<file path="config.mk">
export PLATFORM = sky130hd
export DESIGN_NAME = bcd_gps_record_decoder
export DESIGN_NICKNAME = d
export VERILOG_FILES = /design/src/hw/rtl/bgrd_pkg.sv /design/src/hw/rtl/bgrd_front.sv /design/src/hw/rtl/bgrd_back.sv /design/src/hw/rtl/bgrd_queue.sv /design/src/hw/rtl/bcd_gps_record_decoder.sv
export SDC_FILE = /design/constraint.sdc
export NUM_CORES = 2
export LEC_CHECK = 0
export BUFFER_PORTS_ARGS = -buffer_cell sky130_fd_sc_hd__buf_2
export CAP_MARGIN = 15
export CORE_MARGIN = 3
export CORE_UTILIZATION = 50
export CTS_CLUSTER_SIZE = 14
export DETAILED_ROUTE_END_ITERATION = 7
export PLACE_DENSITY_LB_ADDON = 0.2
export SLEW_MARGIN = 20
export SYNTH_ARGS = -nofsm -noshare
export SYNTH_HDL_FRONTEND = slang
export SYNTH_HIERARCHICAL = 1
export SYNTH_SLANG_ARGS = --single-unit
</file>
<file path="constraint.sdc">
create_clock -name i_clk -period 21.4 [get_ports i_clk]
set_clock_uncertainty 0.15 [all_clocks]
set_input_delay 1.07 -clock i_clk [delete_from_list [all_inputs] [get_ports i_clk]]
set_output_delay 1.07 -clock i_clk [all_outputs]
set_load 0.1 [all_outputs]
</file>
<file path="src/hw/rtl/bgrd_pkg.sv">
package bgrd_pkg;

    localparam int unsigned RecLen = 27;
    localparam int unsigned PosW   = 5;

    typedef struct packed {
        logic [27:0] latitude;
        logic [34:0] longitude;
        logic [21:0] altitude;
        logic [14:0] course;
        logic [20:0] speed;
        logic [30:0] date_packed;
        logic [23:0] time_packed;
        logic [5:0]  valid_flags;
        logic        fix_valid;
        logic [47:0] locator;
    } t_result;

    typedef struct packed {
        logic        ok;
        logic [7:0]  lat_deg;
        logic [7:0]  lat_min;
        logic [7:0]  lat_m100;
        logic [7:0]  lat_m10k;
        logic        lat_pos;
        logic [7:0]  lon_d100;
        logic [7:0]  lon_deg;
        logic [7:0]  lon_min;
        logic [7:0]  lon_m100;
        logic [7:0]  lon_m10k;
        logic        lon_pos;
        logic [7:0]  alt_k;
        logic [7:0]  alt_t;
        logic [7:0]  alt_d;
        logic        alt_neg;
        logic        alt_ok;
        logic [7:0]  crs_h;
        logic [7:0]  crs_l;
        logic [7:0]  spd_k;
        logic [7:0]  spd_t;
        logic [7:0]  spd_d;
        logic        spd_ok;
        logic [7:0]  yr_h;
        logic [7:0]  yr_l;
        logic [7:0]  mon;
        logic [7:0]  day;
        logic [7:0]  hr;
        logic [7:0]  mnt;
        logic [7:0]  sec;
    } t_rec;

    function automatic logic [7:0] bcd(input logic [7:0] b);
        return 8'({4'd0, b[7:4]} * 8'd10 + {4'd0, b[3:0]});
    endfunction

endpackage

</file>
<file path="src/hw/rtl/bgrd_front.sv">
module bgrd_front (
    input  logic              i_clk,
    input  logic              i_rst_n,
    input  logic              i_push,
    input  logic [7:0]        i_data_byte,
    input  logic              i_last_byte,
    output logic              o_rec_vld,
    output bgrd_pkg::t_rec    o_rec
);

    logic [bgrd_pkg::PosW-1:0] r_pos;
    logic                      r_over;
    logic [7:0]                r_store [bgrd_pkg::RecLen-1];
    logic                      r_vld;
    bgrd_pkg::t_rec            r_rec;
    logic [7:0]                s [bgrd_pkg::RecLen];
    logic                      ok_len;

    always_comb begin
        for (int k = 0; k < int'(bgrd_pkg::RecLen) - 1; k++) s[k] = r_store[k];
        s[bgrd_pkg::RecLen-1] = i_data_byte;
        ok_len = (r_pos == bgrd_pkg::PosW'(bgrd_pkg::RecLen - 1)) && !r_over;
    end

    always_ff @(posedge i_clk) begin
        if (!i_rst_n) begin
            r_pos  <= '0;
            r_over <= 1'b0;
            r_vld  <= 1'b0;
        end else begin
            r_vld <= i_push && i_last_byte;
            if (i_push) begin
                if (i_last_byte) begin
                    r_pos  <= '0;
                    r_over <= 1'b0;
                end else if (r_pos < bgrd_pkg::PosW'(bgrd_pkg::RecLen)) begin
                    r_pos <= r_pos + 1'b1;
                end else begin
                    r_over <= 1'b1;
                end
            end
        end
    end

    always_ff @(posedge i_clk) begin
        if (i_push && r_pos < bgrd_pkg::PosW'(bgrd_pkg::RecLen - 1))
            r_store[r_pos] <= i_data_byte;
        if (i_push && i_last_byte) begin
            r_rec.ok       <= ok_len;
            r_rec.lat_deg  <= bgrd_pkg::bcd(s[0]);
            r_rec.lat_min  <= bgrd_pkg::bcd(s[1]);
            r_rec.lat_m100 <= bgrd_pkg::bcd(s[2]);
            r_rec.lat_m10k <= bgrd_pkg::bcd(s[3]);
            r_rec.lat_pos  <= s[4] == 8'd1;
            r_rec.lon_d100 <= bgrd_pkg::bcd(s[5]);
            r_rec.lon_deg  <= bgrd_pkg::bcd(s[6]);
            r_rec.lon_min  <= bgrd_pkg::bcd(s[7]);
            r_rec.lon_m100 <= bgrd_pkg::bcd(s[8]);
            r_rec.lon_m10k <= bgrd_pkg::bcd(s[9]);
            r_rec.lon_pos  <= s[10] == 8'd1;
            r_rec.alt_k    <= bgrd_pkg::bcd(s[11]);
            r_rec.alt_t    <= bgrd_pkg::bcd(s[12]);
            r_rec.alt_d    <= bgrd_pkg::bcd(s[13]);
            r_rec.alt_neg  <= s[14] == 8'd1;
            r_rec.alt_ok   <= !(&{s[11], s[12], s[13], s[14]});
            r_rec.crs_h    <= bgrd_pkg::bcd(s[15]);
            r_rec.crs_l    <= bgrd_pkg::bcd(s[16]);
            r_rec.spd_k    <= bgrd_pkg::bcd(s[17]);
            r_rec.spd_t    <= bgrd_pkg::bcd(s[18]);
            r_rec.spd_d    <= bgrd_pkg::bcd(s[19]);
            r_rec.spd_ok   <= !(&{s[17], s[18], s[19]});
            r_rec.yr_h     <= bgrd_pkg::bcd(s[20]);
            r_rec.yr_l     <= bgrd_pkg::bcd(s[21]);
            r_rec.mon      <= bgrd_pkg::bcd(s[22]);
            r_rec.day      <= bgrd_pkg::bcd(s[23]);
            r_rec.hr       <= bgrd_pkg::bcd(s[24]);
            r_rec.mnt      <= bgrd_pkg::bcd(s[25]);
            r_rec.sec      <= bgrd_pkg::bcd(s[26]);
        end
    end

    assign o_rec_vld = r_vld;
    assign o_rec     = r_rec;

    a_pos_range: assert property (@(posedge i_clk) disable iff (!i_rst_n)
        r_pos <= bgrd_pkg::PosW'(bgrd_pkg::RecLen)) else $error("position overrun");
    a_last_clears: assert property (@(posedge i_clk) disable iff (!i_rst_n)
        i_push && i_last_byte |=> r_pos == '0 && !r_over) else $error("no restart");
    a_vld_follows: assert property (@(posedge i_clk) disable iff (!i_rst_n)
        o_rec_vld |-> $past(i_push && i_last_byte)) else $error("stray record");

endmodule

</file>
<file path="src/hw/rtl/bgrd_back.sv">
module bgrd_back (
    input  logic              i_clk,
    input  logic              i_rst_n,
    input  logic              i_in_vld,
    input  bgrd_pkg::t_rec    i_rec,
    output logic              o_out_vld,
    output bgrd_pkg::t_result o_res
);

    localparam logic [34:0] UDeg = 35'd600000;

    // stage 1: magnitudes
    logic        r1_vld;
    logic        r1_ok, r1_latp, r1_lonp, r1_altn, r1_alto, r1_spdo, r1_tok;
    logic [27:0] r1_lat;
    logic [34:0] r1_lon;
    logic [21:0] r1_alt;
    logic [14:0] r1_crs;
    logic [20:0] r1_spd;
    logic [30:0] r1_date;
    logic [23:0] r1_time;

    logic [14:0] year;
    logic [4:0]  dim;
    logic        leap;

    always_comb begin
        year = 15'(i_rec.yr_h * 15'd100) + 15'(i_rec.yr_l);
        leap = (i_rec.yr_l[1:0] == 2'd0)
            && ((i_rec.yr_l != 8'd0 && i_rec.yr_l != 8'd100)
                || (i_rec.yr_l == 8'd0 && i_rec.yr_h[1:0] == 2'd0)
                || (i_rec.yr_l == 8'd100 && i_rec.yr_h[1:0] == 2'd3));
        unique case (i_rec.mon)
            8'd2:                        dim = leap ? 5'd29 : 5'd28;
            8'd4, 8'd6, 8'd9, 8'd11:     dim = 5'd30;
            default:                     dim = 5'd31;
        endcase
    end

    always_ff @(posedge i_clk) begin
        if (!i_rst_n) r1_vld <= 1'b0;
        else          r1_vld <= i_in_vld;
        r1_ok   <= i_rec.ok;
        r1_latp <= i_rec.lat_pos;
        r1_lonp <= i_rec.lon_pos;
        r1_altn <= i_rec.alt_neg;
        r1_alto <= i_rec.alt_ok;
        r1_spdo <= i_rec.spd_ok;
        r1_lat  <= 28'(i_rec.lat_deg * 28'd600000) + 28'(i_rec.lat_min * 28'd10000)
                 + 28'(i_rec.lat_m100 * 28'd100) + 28'(i_rec.lat_m10k);
        r1_lon  <= 35'((i_rec.lon_d100 * 35'd100 + 35'(i_rec.lon_deg)) * UDeg)
                 + 35'(i_rec.lon_min * 35'd10000) + 35'(i_rec.lon_m100 * 35'd100)
                 + 35'(i_rec.lon_m10k);
        r1_alt  <= 22'(i_rec.alt_k * 22'd10000) + 22'(i_rec.alt_t * 22'd100)
                 + 22'(i_rec.alt_d);
        r1_crs  <= 15'(i_rec.crs_h * 15'd100) + 15'(i_rec.crs_l);
        r1_spd  <= 21'(i_rec.spd_k * 21'd10000) + 21'(i_rec.spd_t * 21'd100)
                 + 21'(i_rec.spd_d);
        r1_tok  <= year != '0 && i_rec.mon >= 8'd1 && i_rec.mon <= 8'd12
                 && i_rec.day >= 8'd1 && i_rec.day <= {3'd0, dim}
                 && i_rec.hr < 8'd24 && i_rec.mnt < 8'd60 && i_rec.sec < 8'd60;
        r1_date <= {year[14:0], i_rec.mon, i_rec.day};
        r1_time <= {i_rec.hr, i_rec.mnt, i_rec.sec};
    end

    // stage 2: signed values and shifted grid coordinates
    logic        r2_vld;
    logic        r2_ok, r2_altn, r2_alto, r2_spdo, r2_tok, r2_inr;
    logic [27:0] r2_lat;
    logic [34:0] r2_lon;
    logic [21:0] r2_alt;
    logic [14:0] r2_crs;
    logic [20:0] r2_spd;
    logic [30:0] r2_date;
    logic [23:0] r2_time;
    logic [27:0] r2_a;
    logic [27:0] r2_l;

    logic signed [28:0] la;
    logic signed [35:0] lo;

    always_comb begin
        la = (r1_latp ? $signed({1'b0, r1_lat}) : -$signed({1'b0, r1_lat}))
           + 29'sd54000000;
        lo = (r1_lonp ? $signed({1'b0, r1_lon}) : -$signed({1'b0, r1_lon}))
           + 36'sd108000000;
    end

    always_ff @(posedge i_clk) begin
        if (!i_rst_n) r2_vld <= 1'b0;
        else          r2_vld <= r1_vld;
        r2_ok   <= r1_ok;
        r2_altn <= r1_altn;
        r2_alto <= r1_alto;
        r2_spdo <= r1_spdo;
        r2_tok  <= r1_tok;
        r2_lat  <= r1_latp ? r1_lat : 28'(-r1_lat);
        r2_lon  <= r1_lonp ? r1_lon : 35'(-r1_lon);
        r2_alt  <= r1_altn ? 22'(-r1_alt) : r1_alt;
        r2_crs  <= r1_crs;
        r2_spd  <= r1_spd;
        r2_date <= r1_date;
        r2_time <= r1_time;
        r2_inr  <= la >= 0 && la < 29'sd108000000 && lo >= 0 && lo < 36'sd216000000;
        r2_a    <= 28'(la);
        r2_l    <= 28'(lo);
    end

    // stage 3: locator field and square (small quotient searches)
    logic        r3_vld;
    bgrd_pkg::t_result r3_res;
    logic [4:0]  r3_lf;
    logic [4:0]  r3_af;
    logic [3:0]  r3_ls;
    logic [3:0]  r3_as;
    logic [20:0] r3_lr;
    logic [19:0] r3_ar;

    logic [4:0]  lq;
    logic [4:0]  aq;
    logic [27:0] lrem;
    logic [27:0] arem;
    logic [3:0]  lsq;
    logic [3:0]  asq;

    always_comb begin
        lq = '0;
        aq = '0;
        for (int k = 1; k < 18; k++) begin
            if (r2_l >= 28'(k * 12000000)) lq = 5'(k);
            if (r2_a >= 28'(k * 6000000))  aq = 5'(k);
        end
        lrem = r2_l - 28'(lq * 28'd12000000);
        arem = r2_a - 28'(aq * 28'd6000000);
        lsq = '0;
        asq = '0;
        for (int k = 1; k < 10; k++) begin
            if (lrem >= 28'(k * 1200000)) lsq = 4'(k);
            if (arem >= 28'(k * 600000))  asq = 4'(k);
        end
    end

    always_ff @(posedge i_clk) begin
        if (!i_rst_n) r3_vld <= 1'b0;
        else          r3_vld <= r2_vld;
        r3_res.latitude    <= r2_ok ? r2_lat : '0;
        r3_res.longitude   <= r2_ok ? r2_lon : '0;
        r3_res.altitude    <= (r2_ok && r2_alto) ? r2_alt : '0;
        r3_res.course      <= r2_ok ? r2_crs : '0;
        r3_res.speed       <= (r2_ok && r2_spdo) ? r2_spd : '0;
        r3_res.date_packed <= (r2_ok && r2_tok) ? r2_date : '0;
        r3_res.time_packed <= (r2_ok && r2_tok) ? r2_time : '0;
        r3_res.valid_flags <= r2_ok ? {r2_tok, r2_spdo, 1'b1, r2_alto, 2'b11} : '0;
        r3_res.fix_valid   <= r2_ok && r2_tok && r2_spdo;
        r3_res.locator     <= {47'd0, r2_ok && r2_inr};
        r3_lf <= lq;
        r3_af <= aq;
        r3_ls <= lsq;
        r3_as <= asq;
        r3_lr <= 21'(lrem - 28'(lsq * 28'd1200000));
        r3_ar <= 20'(arem - 28'(asq * 28'd600000));
    end

    // stage 4: subsquare and assembly
    logic [4:0] lsub;
    logic [4:0] asub;
    bgrd_pkg::t_result n_res;

    always_comb begin
        lsub = '0;
        asub = '0;
        for (int k = 1; k < 24; k++) begin
            if (r3_lr >= 21'(k * 50000)) lsub = 5'(k);
            if (r3_ar >= 20'(k * 25000)) asub = 5'(k);
        end
        n_res = r3_res;
        n_res.locator = r3_res.locator[0]
            ? {8'(8'd65 + r3_lf), 8'(8'd65 + r3_af), 8'(8'd48 + r3_ls),
               8'(8'd48 + r3_as), 8'(8'd97 + lsub), 8'(8'd97 + asub)}
            : 48'd0;
    end

    always_ff @(posedge i_clk) begin
        if (!i_rst_n) o_out_vld <= 1'b0;
        else          o_out_vld <= r3_vld;
        o_res <= n_res;
    end

    a_flags_zero: assert property (@(posedge i_clk) disable iff (!i_rst_n)
        o_out_vld && o_res.valid_flags == '0 |-> o_res.locator == '0)
        else $error("locator without record");
    a_fix: assert property (@(posedge i_clk) disable iff (!i_rst_n)
        o_out_vld && o_res.fix_valid |-> o_res.valid_flags[5] && o_res.valid_flags[4])
        else $error("fix flag mismatch");
    a_pipe: assert property (@(posedge i_clk) disable iff (!i_rst_n)
        r2_vld |=> r3_vld) else $error("pipe lost");

endmodule

</file>
<file path="src/hw/rtl/bgrd_queue.sv">
module bgrd_queue #(
    parameter int unsigned Depth = 8
) (
    input  logic              i_clk,
    input  logic              i_rst_n,
    input  logic              i_wr,
    input  bgrd_pkg::t_result i_data,
    input  logic              i_pop,
    output logic              o_empty,
    output logic              o_afull,
    output bgrd_pkg::t_result o_data
);

    localparam int unsigned AW = (Depth > 1) ? $clog2(Depth) : 1;

    bgrd_pkg::t_result r_mem [Depth];
    logic [AW-1:0]     r_wp;
    logic [AW-1:0]     r_rp;
    logic [AW:0]       r_cnt;
    logic              rd;

    assign o_empty = r_cnt == '0;
    assign rd      = i_pop && !o_empty;
    // reserve room for items still in flight in the back end
    assign o_afull = r_cnt >= (AW+1)'(Depth - 5);
    assign o_data  = r_mem[r_rp];

    always_ff @(posedge i_clk) begin
        if (!i_rst_n) begin
            r_wp  <= '0;
            r_rp  <= '0;
            r_cnt <= '0;
        end else begin
            if (i_wr) r_wp <= (r_wp == AW'(Depth - 1)) ? '0 : r_wp + 1'b1;
            if (rd)   r_rp <= (r_rp == AW'(Depth - 1)) ? '0 : r_rp + 1'b1;
            r_cnt <= r_cnt + (AW+1)'(i_wr) - (AW+1)'(rd);
        end
    end

    always_ff @(posedge i_clk) begin
        if (i_wr) r_mem[r_wp] <= i_data;
    end

    a_no_ovf: assert property (@(posedge i_clk) disable iff (!i_rst_n)
        i_wr |-> r_cnt < (AW+1)'(Depth) || rd) else $error("queue overflow");
    a_cnt: assert property (@(posedge i_clk) disable iff (!i_rst_n)
        r_cnt <= (AW+1)'(Depth)) else $error("count range");
    a_empty_pop: assert property (@(posedge i_clk) disable iff (!i_rst_n)
        o_empty |=> $stable(r_rp)) else $error("read while empty");

endmodule

</file>
<file path="src/hw/rtl/bcd_gps_record_decoder.sv">
// A result is poppable once its last byte has passed the front end's record
// register, the four back-end stages and the queue write. Throughput: one byte per
// cycle while full is low; four registered back-end stages trail the byte collector.
// full rises only while the result queue holds Depth-5 or more results.
// Reset (synchronous, active low) empties the queue and restarts byte collection.
module bcd_gps_record_decoder #(
    parameter int unsigned Depth = 8
) (
    input  logic        i_clk,
    input  logic        i_rst_n,
    input  logic        push,
    output logic        full,
    input  logic [7:0]  i_data_byte,
    input  logic        i_last_byte,
    output logic        empty,
    input  logic        pop,
    output logic [27:0] o_latitude,
    output logic [34:0] o_longitude,
    output logic [21:0] o_altitude,
    output logic [14:0] o_course,
    output logic [20:0] o_speed,
    output logic [30:0] o_date_packed,
    output logic [23:0] o_time_packed,
    output logic [5:0]  o_valid_flags,
    output logic        o_fix_valid,
    output logic [47:0] o_locator
);

    logic              acc;
    logic              rec_vld;
    bgrd_pkg::t_rec    rec;
    logic              res_vld;
    bgrd_pkg::t_result res;
    bgrd_pkg::t_result q;

    assign acc = push && !full;

    bgrd_front u_front (
        .i_clk, .i_rst_n, .i_push(acc), .i_data_byte, .i_last_byte,
        .o_rec_vld(rec_vld), .o_rec(rec)
    );

    bgrd_back u_back (
        .i_clk, .i_rst_n, .i_in_vld(rec_vld), .i_rec(rec),
        .o_out_vld(res_vld), .o_res(res)
    );

    bgrd_queue #(.Depth(Depth)) u_queue (
        .i_clk, .i_rst_n, .i_wr(res_vld), .i_data(res), .i_pop(pop),
        .o_empty(empty), .o_afull(full), .o_data(q)
    );

    assign o_latitude    = q.latitude;
    assign o_longitude   = q.longitude;
    assign o_altitude    = q.altitude;
    assign o_course      = q.course;
    assign o_speed       = q.speed;
    assign o_date_packed = q.date_packed;
    assign o_time_packed = q.time_packed;
    assign o_valid_flags = q.valid_flags;
    assign o_fix_valid   = q.fix_valid;
    assign o_locator     = q.locator;

endmodule

</file>
# Yosys cells after proc, flatten, opt, wreduce, memory -nomap -nowiden
# Memories as Yosys holds them, arrays and structs flattened. A register that Yosys moved wholly into a read port is not among the register bits.
# Index checks and enable logic that the tools add are counted.
dict set report classes {
  add_sub_neg 59
  n_mul 41
  n_div 0
  n_lt_le_gt_ge 112
  n_eq_ne 15
  shifts 0
  muxes 118
  n_bitwise 0
  n_reduce_logical 43
}
# operator count
set op_table {}
lappend op_table {{28-bit by 27-bit >= comparator with 1-bit output (second input constant)} 12}
lappend op_table {{28-bit by 26-bit >= comparator with 1-bit output (second input constant)} 9}
lappend op_table {{21-bit by 20-bit >= comparator with 1-bit output (second input constant)} 10}
lappend op_table {{20-bit by 19-bit >= comparator with 1-bit output (second input constant)} 10}
lappend op_table {{28-bit by 23-bit >= comparator with 1-bit output (second input constant)} 7}
lappend op_table {{8-bit by 4-bit adder with 8-bit output} 24}
lappend op_table {{28-bit >= comparator (second input constant)} 6}
lappend op_table {{4-bit by 3-bit multiplier with 7-bit output (second input constant)} 24}
lappend op_table {{4-bit two-way mux} 37}
lappend op_table {{28-bit by 22-bit >= comparator with 1-bit output (second input constant)} 5}
lappend op_table {{28-bit by 24-bit >= comparator with 1-bit output (second input constant)} 5}
lappend op_table {{28-bit by 25-bit >= comparator with 1-bit output (second input constant)} 4}
lappend op_table {{5-bit two-way mux} 22}
lappend op_table {{21-bit by 19-bit >= comparator with 1-bit output (second input constant)} 5}
lappend op_table {{20-bit by 18-bit >= comparator with 1-bit output (second input constant)} 5}
lappend op_table {{8-bit by 5-bit multiplier with 13-bit output (second input constant)} 7}
lappend op_table {{28-bit by 21-bit >= comparator with 1-bit output (second input constant)} 3}
lappend op_table {{3-bit two-way mux} 28}
lappend op_table {{21-bit by 18-bit >= comparator with 1-bit output (second input constant)} 3}
lappend op_table {{21-bit >= comparator (second input constant)} 3}
lappend op_table {{20-bit by 17-bit >= comparator with 1-bit output (second input constant)} 3}
lappend op_table {{20-bit >= comparator (second input constant)} 3}
lappend op_table {{28-bit subtractor} 2}
lappend op_table {{8-bit by 10-bit multiplier with 18-bit output (second input constant)} 3}
lappend op_table {{80 further kinds} 148}
dict set report word_totals {
  register_bits 1113
  latchBits 0
  ram_bits 2056
  rom_bits 0
  in_bits 13
  out_inout_bits 233
  word_cells 485
  n_memories 2
}
# memory depth word_bits read_ports rd_clocked_by_memory_dff write_ports line_no
set mem_list {}
lappend mem_list {u_queue.r_mem 8 231 1 1 1 bgrd_queue.sv:16} ;# bgrd_pkg::t_result r_mem [Depth];
lappend mem_list {u_front.r_store 26 8 26 0 1 bgrd_front.sv:13} ;# logic [7:0] r_store [bgrd_pkg::RecLen-1];

# Depth between registers and ports, before layout
dict set report logic_depth {
  ltp_word 32
  depth_mapped 63
  ltp_nobuf 62
}

# Modules after synthesis
# The synthesis kept the hierarchy.
# mod n_inst cells_per_inst area_per_inst_um2 seq_area_each_um2
set by_module_without_submodules {}
lappend by_module_without_submodules {bgrd_queue 1 2744 69857.0 55753.5}
lappend by_module_without_submodules {bgrd_back 1 5955 55874.8 17376.7}
lappend by_module_without_submodules {bgrd_front 1 1185 18898.1 12331.8}
lappend by_module_without_submodules {bcd_gps_record_decoder 1 1 13.8 0.0}

# Least setup slack after synthesis
# OpenSTA, ideal clock, no wires.
dict set report synth_timing {
  path_type {register to register}
  startpoint {reg u_back.o_out_vld}
  endpoint {mem u_queue/r_mem[0][0] (netlist name) (enable)}
  setup_ns 1.106
  t_arrival_ns 16.095
  setup_slack_ns 4.049
  path_stages_with_launch 3
  path_buffers 0
  synth_period_minus_slack_ns 17.351
  cell_sequence {dfxtp_1 nand2b_1 nor3_1}
}
dict set report synth_between {
  elab_chain_cells 2
}
# item line_no
set synth_rtl {}
lappend synth_rtl {{start, declared} bgrd_back.sv:6} ;# output logic o_out_vld,
lappend synth_rtl {{start signal, assigned} bgrd_back.sv:185} ;# else o_out_vld <= r3_vld;
lappend synth_rtl {{1-bit two-way mux} bgrd_queue.sv:41} ;# if (i_wr) r_mem[r_wp] <= i_data;
lappend synth_rtl {{1-bit two-way mux (implied by the code)} bgrd_queue.sv:41}
lappend synth_rtl {{end, declared} bgrd_queue.sv:16}
# No other way between the ends.

# Final worst setup path
dict set report layout_timing {
  startpoint {reg u_back.r2_a[18]}
  endpoint {reg u_back.r3_ar[19]}
}
# item line_no
set layout_lines {}
lappend layout_lines {{start, declared} bgrd_back.sv:76} ;# logic [27:0] r2_a;
lappend layout_lines {{start signal, assigned} bgrd_back.sv:105} ;# r2_a <= 28'(la);
lappend layout_lines {{28-bit by 24-bit >= comparator with 1-bit output} bgrd_back.sv:131} ;# if (r2_a >= 28'(k * 6000000)) aq = 5'(k);
lappend layout_lines {{2-bit two-way mux (2 in a row)} bgrd_back.sv:131}
lappend layout_lines {{3-bit two-way mux (4 in a row)} bgrd_back.sv:131}
lappend layout_lines {{4-bit two-way mux (8 in a row)} bgrd_back.sv:131}
lappend layout_lines {{5-bit two-way mux} bgrd_back.sv:131}
lappend layout_lines {{5-bit two-way mux *} bgrd_back.sv:131}
lappend layout_lines {{net u_back.aq[1]} bgrd_back.sv:120} ;# logic [4:0] aq;
lappend layout_lines {{5-bit by 16-bit multiplier with 21-bit output *} bgrd_back.sv:134} ;# arem = r2_a - 28'(aq * 28'd6000000);
lappend layout_lines {{28-bit subtractor *} bgrd_back.sv:134}
lappend layout_lines {{28-bit by 20-bit >= comparator with 1-bit output} bgrd_back.sv:139} ;# if (arem >= 28'(k * 600000)) asq = 4'(k);
lappend layout_lines {{1-bit two-way mux} bgrd_back.sv:139}
lappend layout_lines {{2-bit two-way mux (2 in a row)} bgrd_back.sv:139}
lappend layout_lines {{3-bit two-way mux (4 in a row)} bgrd_back.sv:139}
lappend layout_lines {{4-bit two-way mux (2 in a row)} bgrd_back.sv:139}
lappend layout_lines {{4-bit by 14-bit multiplier with 14-bit output} bgrd_back.sv:161} ;# r3_ar <= 20'(arem - 28'(asq * 28'd600000));
lappend layout_lines {{20-bit subtractor *} bgrd_back.sv:161}
lappend layout_lines {{end signal, assigned} bgrd_back.sv:161}
lappend layout_lines {{end, declared} bgrd_back.sv:117} ;# logic [19:0] r3_ar;
# The timed path passes the listed nets; every way through them passes the cells marked *.
# A chain may end at the register's enable or synchronous reset.

==> summary.txt <==
Synth
  – Multiplexer area fraction after synthesis: 0.0923
  – Seq/Total Area, Yosys: 0.591
  – Yosys top cell area share: 0.468
  – Post-Synth XOR/XNOR Area: 0.0357
  – Syn_area_per_cell: around 15 µm²
  – Simple-gate share of the synthesized area: 0.0584
  – Asr flop ratio synth: 0
  – Synth unique cells: ~110
  – Adder-cell share of the synthesized area: 0.129
  – Flop and latch count out of synthesis: 3142
  – Main flop type after synthesis: edfxtp_1
  – Yosys top cell by area: edfxtp_1
  – Largest family of logic cells by synthesized area: adder cells
  – Number of synthesized flops with an enable pin: about 2300
  – Compound-gate portion of the synthesized area: 0.0628
  – Top-count cell post-synth: edfxtp_1
  – Synth top area cells: edfxtp_1 (47%), dfxtp_1 (12%), ha_1 (8.9%), mux4_2 (7.2%), fa_1 (4.0%)
  – Mapped cell area: about 140000 µm²
  – Synth warn: 6
  – Post-Synthesis Cells: 9885
  – Synth cell count leaders: edfxtp_1 (2254), ha_1 (1030), dfxtp_1 (888)

Hold path
  – WHS Endpoint: u_back/o_res[126]$_DFF_P_
  – Hold Crit Class: reg -> reg
  – HP Start: u_back/n_res[126]$_SDFF_PN0_
  – Worst hold path depth: 0

Placed design
  – Area after DPL: about 150000 µm²
  – Number of port buffers: between 200 and 250
  – Place WS: between 6 and 7 ns
  – Placed insts: roughly 14000
  – Gpl congestion: ~0.9
  – Post-DP HPWL: 214 mm

Timing
  – Slew headroom: 0.236
  – Worst setup margin: approximately 6.2 ns
  – RSZ-0062 raised after global routing: false
  – Worst-Margin Slew: roughly 1.1 ns
  – Final setup vio count: 0
  – Tmin final: 15.18 ns
  – FMAX: about 0.066 GHz
  – Final period util: 0.709
  – Slew Viols, Final: 0
  – Final hold vios: 0
  – Final TNS setup: 0 ns

Setup path
  – Cell family with most CP delay: compound AO/OA/AOI/OAI gates
  – Most frequent CP cell: o21ai_0
  – Critical Path AT: around 16 ns
  – Worst setup SP type: flip-flop
  – Worst flop-to-flop path endpoint: u_back/r3_ar[19]$_DFF_P_
  – FF-to-FF path depth: 54
  – Slowest-stage cell, CP: and4_1
  – Critical path type: reg -> reg
  – Slowest stage delay, CP: slightly above 0.8 ns
  – Worst setup EP type: flip-flop
  – Reg-to-Reg Start: u_back/r2_a[18]$_DFF_P_
  – R2R Setup Slk: a little over 6 ns
  – CP max FO: 16
  – Worst path bufs/invs: 5
  – Worst Path Required: around 22 ns

Cells and area
  – Final Net Count: ~12000
  – Storage cell area: 85500 µm²
  – Area taken by multi-input logic gates: ~55000 µm²
  – Design Area, Final: roughly 160000 µm²
  – Area delta synth->final: 11.4%
  – # fillers: 22393
  – Share of layout cells above drive strength 1: 0.155
  – Non-Filler Instances: between 10000 and 15000

Floorplan
  – Initial Utilization: 0.505
  – Chip Width: approximately 540 µm
  – Row count: 196
  – Die height: 544 µm
  – Core ar.: around 290000 µm²
  – IO Count: between 200 and 250
  – Total Die Area: between 200000 and 300000 µm²

GRT
  – Overflow after GRT: 0
  – First-pass GRT wire length: between 500 and 600 mm
  – Largest net degree at the start of global routing: 132
  – Antenna violations before repair: 26
  – Number of global-route vias before repair: slightly above 80000
  – Gr usage total: 0.218

Outcome
  – Outcome: complete, no violations

Route
  – Wire per inst: approximately 23 µm
  – DRT iter0 DRCs: approximately 6300
  – Post-DR vias/cell: about 5.7
  – Final WL: around 320 mm
  – DR vias: slightly above 80000
  – Initial DRT Pass Iterations: 6
  – DR DRC count: 0
  – Detail Route Antenna Nets: 0

Clock tree
  – Clock Path Buffers: 4
  – Setup Fix Bufs, Post-CTS: 0
  – CTS buffer count: between 300 and 400
  – Clk_lat worst skew: 0.91 ns
  – TritonCTS clock tree: built
  – Clk root buf: clkbuf_16
  – Hold_buf cts: 0
  – CTS H-tree depth: 5
  – Clock Sinks: 3142
  – Clock-pin slew on the worst setup and hold paths: around 0.06 ns
  – Post-CTS Resized: 0

Flow run
  – Max-cap violations: 0
how the worst max path moves through the flow:
stage,startpoint,endpoint,cells after the start
after floorplan,u_back/o_out_vld$_SDFF_PN0_,u_queue/r_mem[0][0]$_DFFE_PP_,2
after global placement,u_back/r2_a[18]$_DFF_P_,u_back/r3_ar[19]$_DFF_P_,54
after detailed placement,u_back/r2_a[18]$_DFF_P_,u_back/r3_ar[19]$_DFF_P_,54
after CTS,u_back/r2_a[18]$_DFF_P_,u_back/r3_ar[19]$_DFF_P_,54
after global routing,u_back/r2_a[18]$_DFF_P_,u_back/r3_ar[19]$_DFF_P_,54
final,u_back/r2_a[18]$_DFF_P_,u_back/r3_ar[19]$_DFF_P_,54
worst reg2reg max path, delay by kind of cell, from the launching register on:
kind                     cells  cell delay (ns)
adder cells (fa/ha/maj)      8             3.34
buffers and inverters        5             0.75
AO/OA/AOI/OAI               24             5.74
XOR/XNOR                     2             0.62
flip-flops                   1             0.79
AND/OR/NAND/NOR             13             3.36
multiplexers                 2             0.32
state kept, by name, summed over array words and instances (netlist names), 21 cells and up, named ones only:
register and count:
u_back/r1_time 24, u_back/r2_l 28, u_back/r2_date 31, u_back/o_res 218
u_back/n_res 181, u_back/r2_time 24, u_front/o_rec 198, u_back/r2_lat 21
u_back/r3_lr 21, u_back/r1_lat 28, u_back/r1_date 31, u_back/r2_a 28
u_back/r2_spd 21, u_queue/r_mem 1848, u_back/r2_lon 27, u_back/r1_spd 21
u_back/r1_lon 35, u_back/r2_alt 22, u_back/r1_alt 22, u_front/r_store 208
per-stage QoR:
| step | utilization | hold WS, ns |
|---|---|---|
| final | 0.562 | 0.151 |
| after CTS | 0.562 | 0.154 |
| after global placement | 0.524 | 0.160 |
| after detailed placement | 0.524 | 0.162 |
| after floorplan | - | 0.160 |
| after global routing | 0.562 | 0.160 |
kinds of logic (layout without fill, tap and decap cells):
kind of cell / Yosys count / in the layout
simple gates: 1606 / 1606
compound gates: 1385 / 1385
mux: 727 / 727
flops: 3142 / 3142
fa+ha+maj: 1318 / 1318
buf+inv: 1121 / 1736
other cells: 1 / 18
xor+xnor: 585 / 585
metal layers:
metal / global-route usage / part of all wire
met1: 0.318 / 0.46
met2: 0.352 / 0.47
met3: 0.0302 / 0.051
met4: 0.0473 / 0.021
met5: 0 / 0.00011
cells in the final DEF, fill, tap and decap left out, types with 60 or more instances in the layout:
master / synthesis / routed
o21bai_1: 99 / 99
nand3_1: 104 / 104
xor2_1: 156 / 156
a31oi_1: 62 / 62
dfxtp_1: 888 / 883
nor4_1: 61 / 60
mux2_2: 236 / 236
clkbuf_1: 219 / 78
mux4_2: 462 / 462
a21o_1: 125 / 125
a21oi_1: 438 / 438
o21ai_0: 213 / 213
and2_1: 127 / 127
nand2b_1: 63 / 63
xnor2_1: 425 / 425
buf_4: 13 / 76
nor2_1: 388 / 382
nand2_1: 267 / 267
nand4_1: 65 / 65
ha_1: 1030 / 1030
buf_2: 40 / 245
inv_1: 805 / 804
nor3_1: 136 / 134
and3_1: 132 / 132
edfxtp_1: 2254 / 2254
nor2b_1: 71 / 71
fa_1: 288 / 288
clkbuf_16: 0 / 346
final cells by class:
cell class	instances	area share
antenna	10	0.000155
clock buffer	470	0.0594
clock inverter	132	0.00962
inverter	806	0.0188
multi-input combinational	5629	0.340
sequential	3142	0.531
tap	3762	0.0292
timing repair buffer	328	0.0120
Power is left out: the tool's default activity adds up to more than one toggle a clock period on the data nets, which glitch-free logic cannot reach.
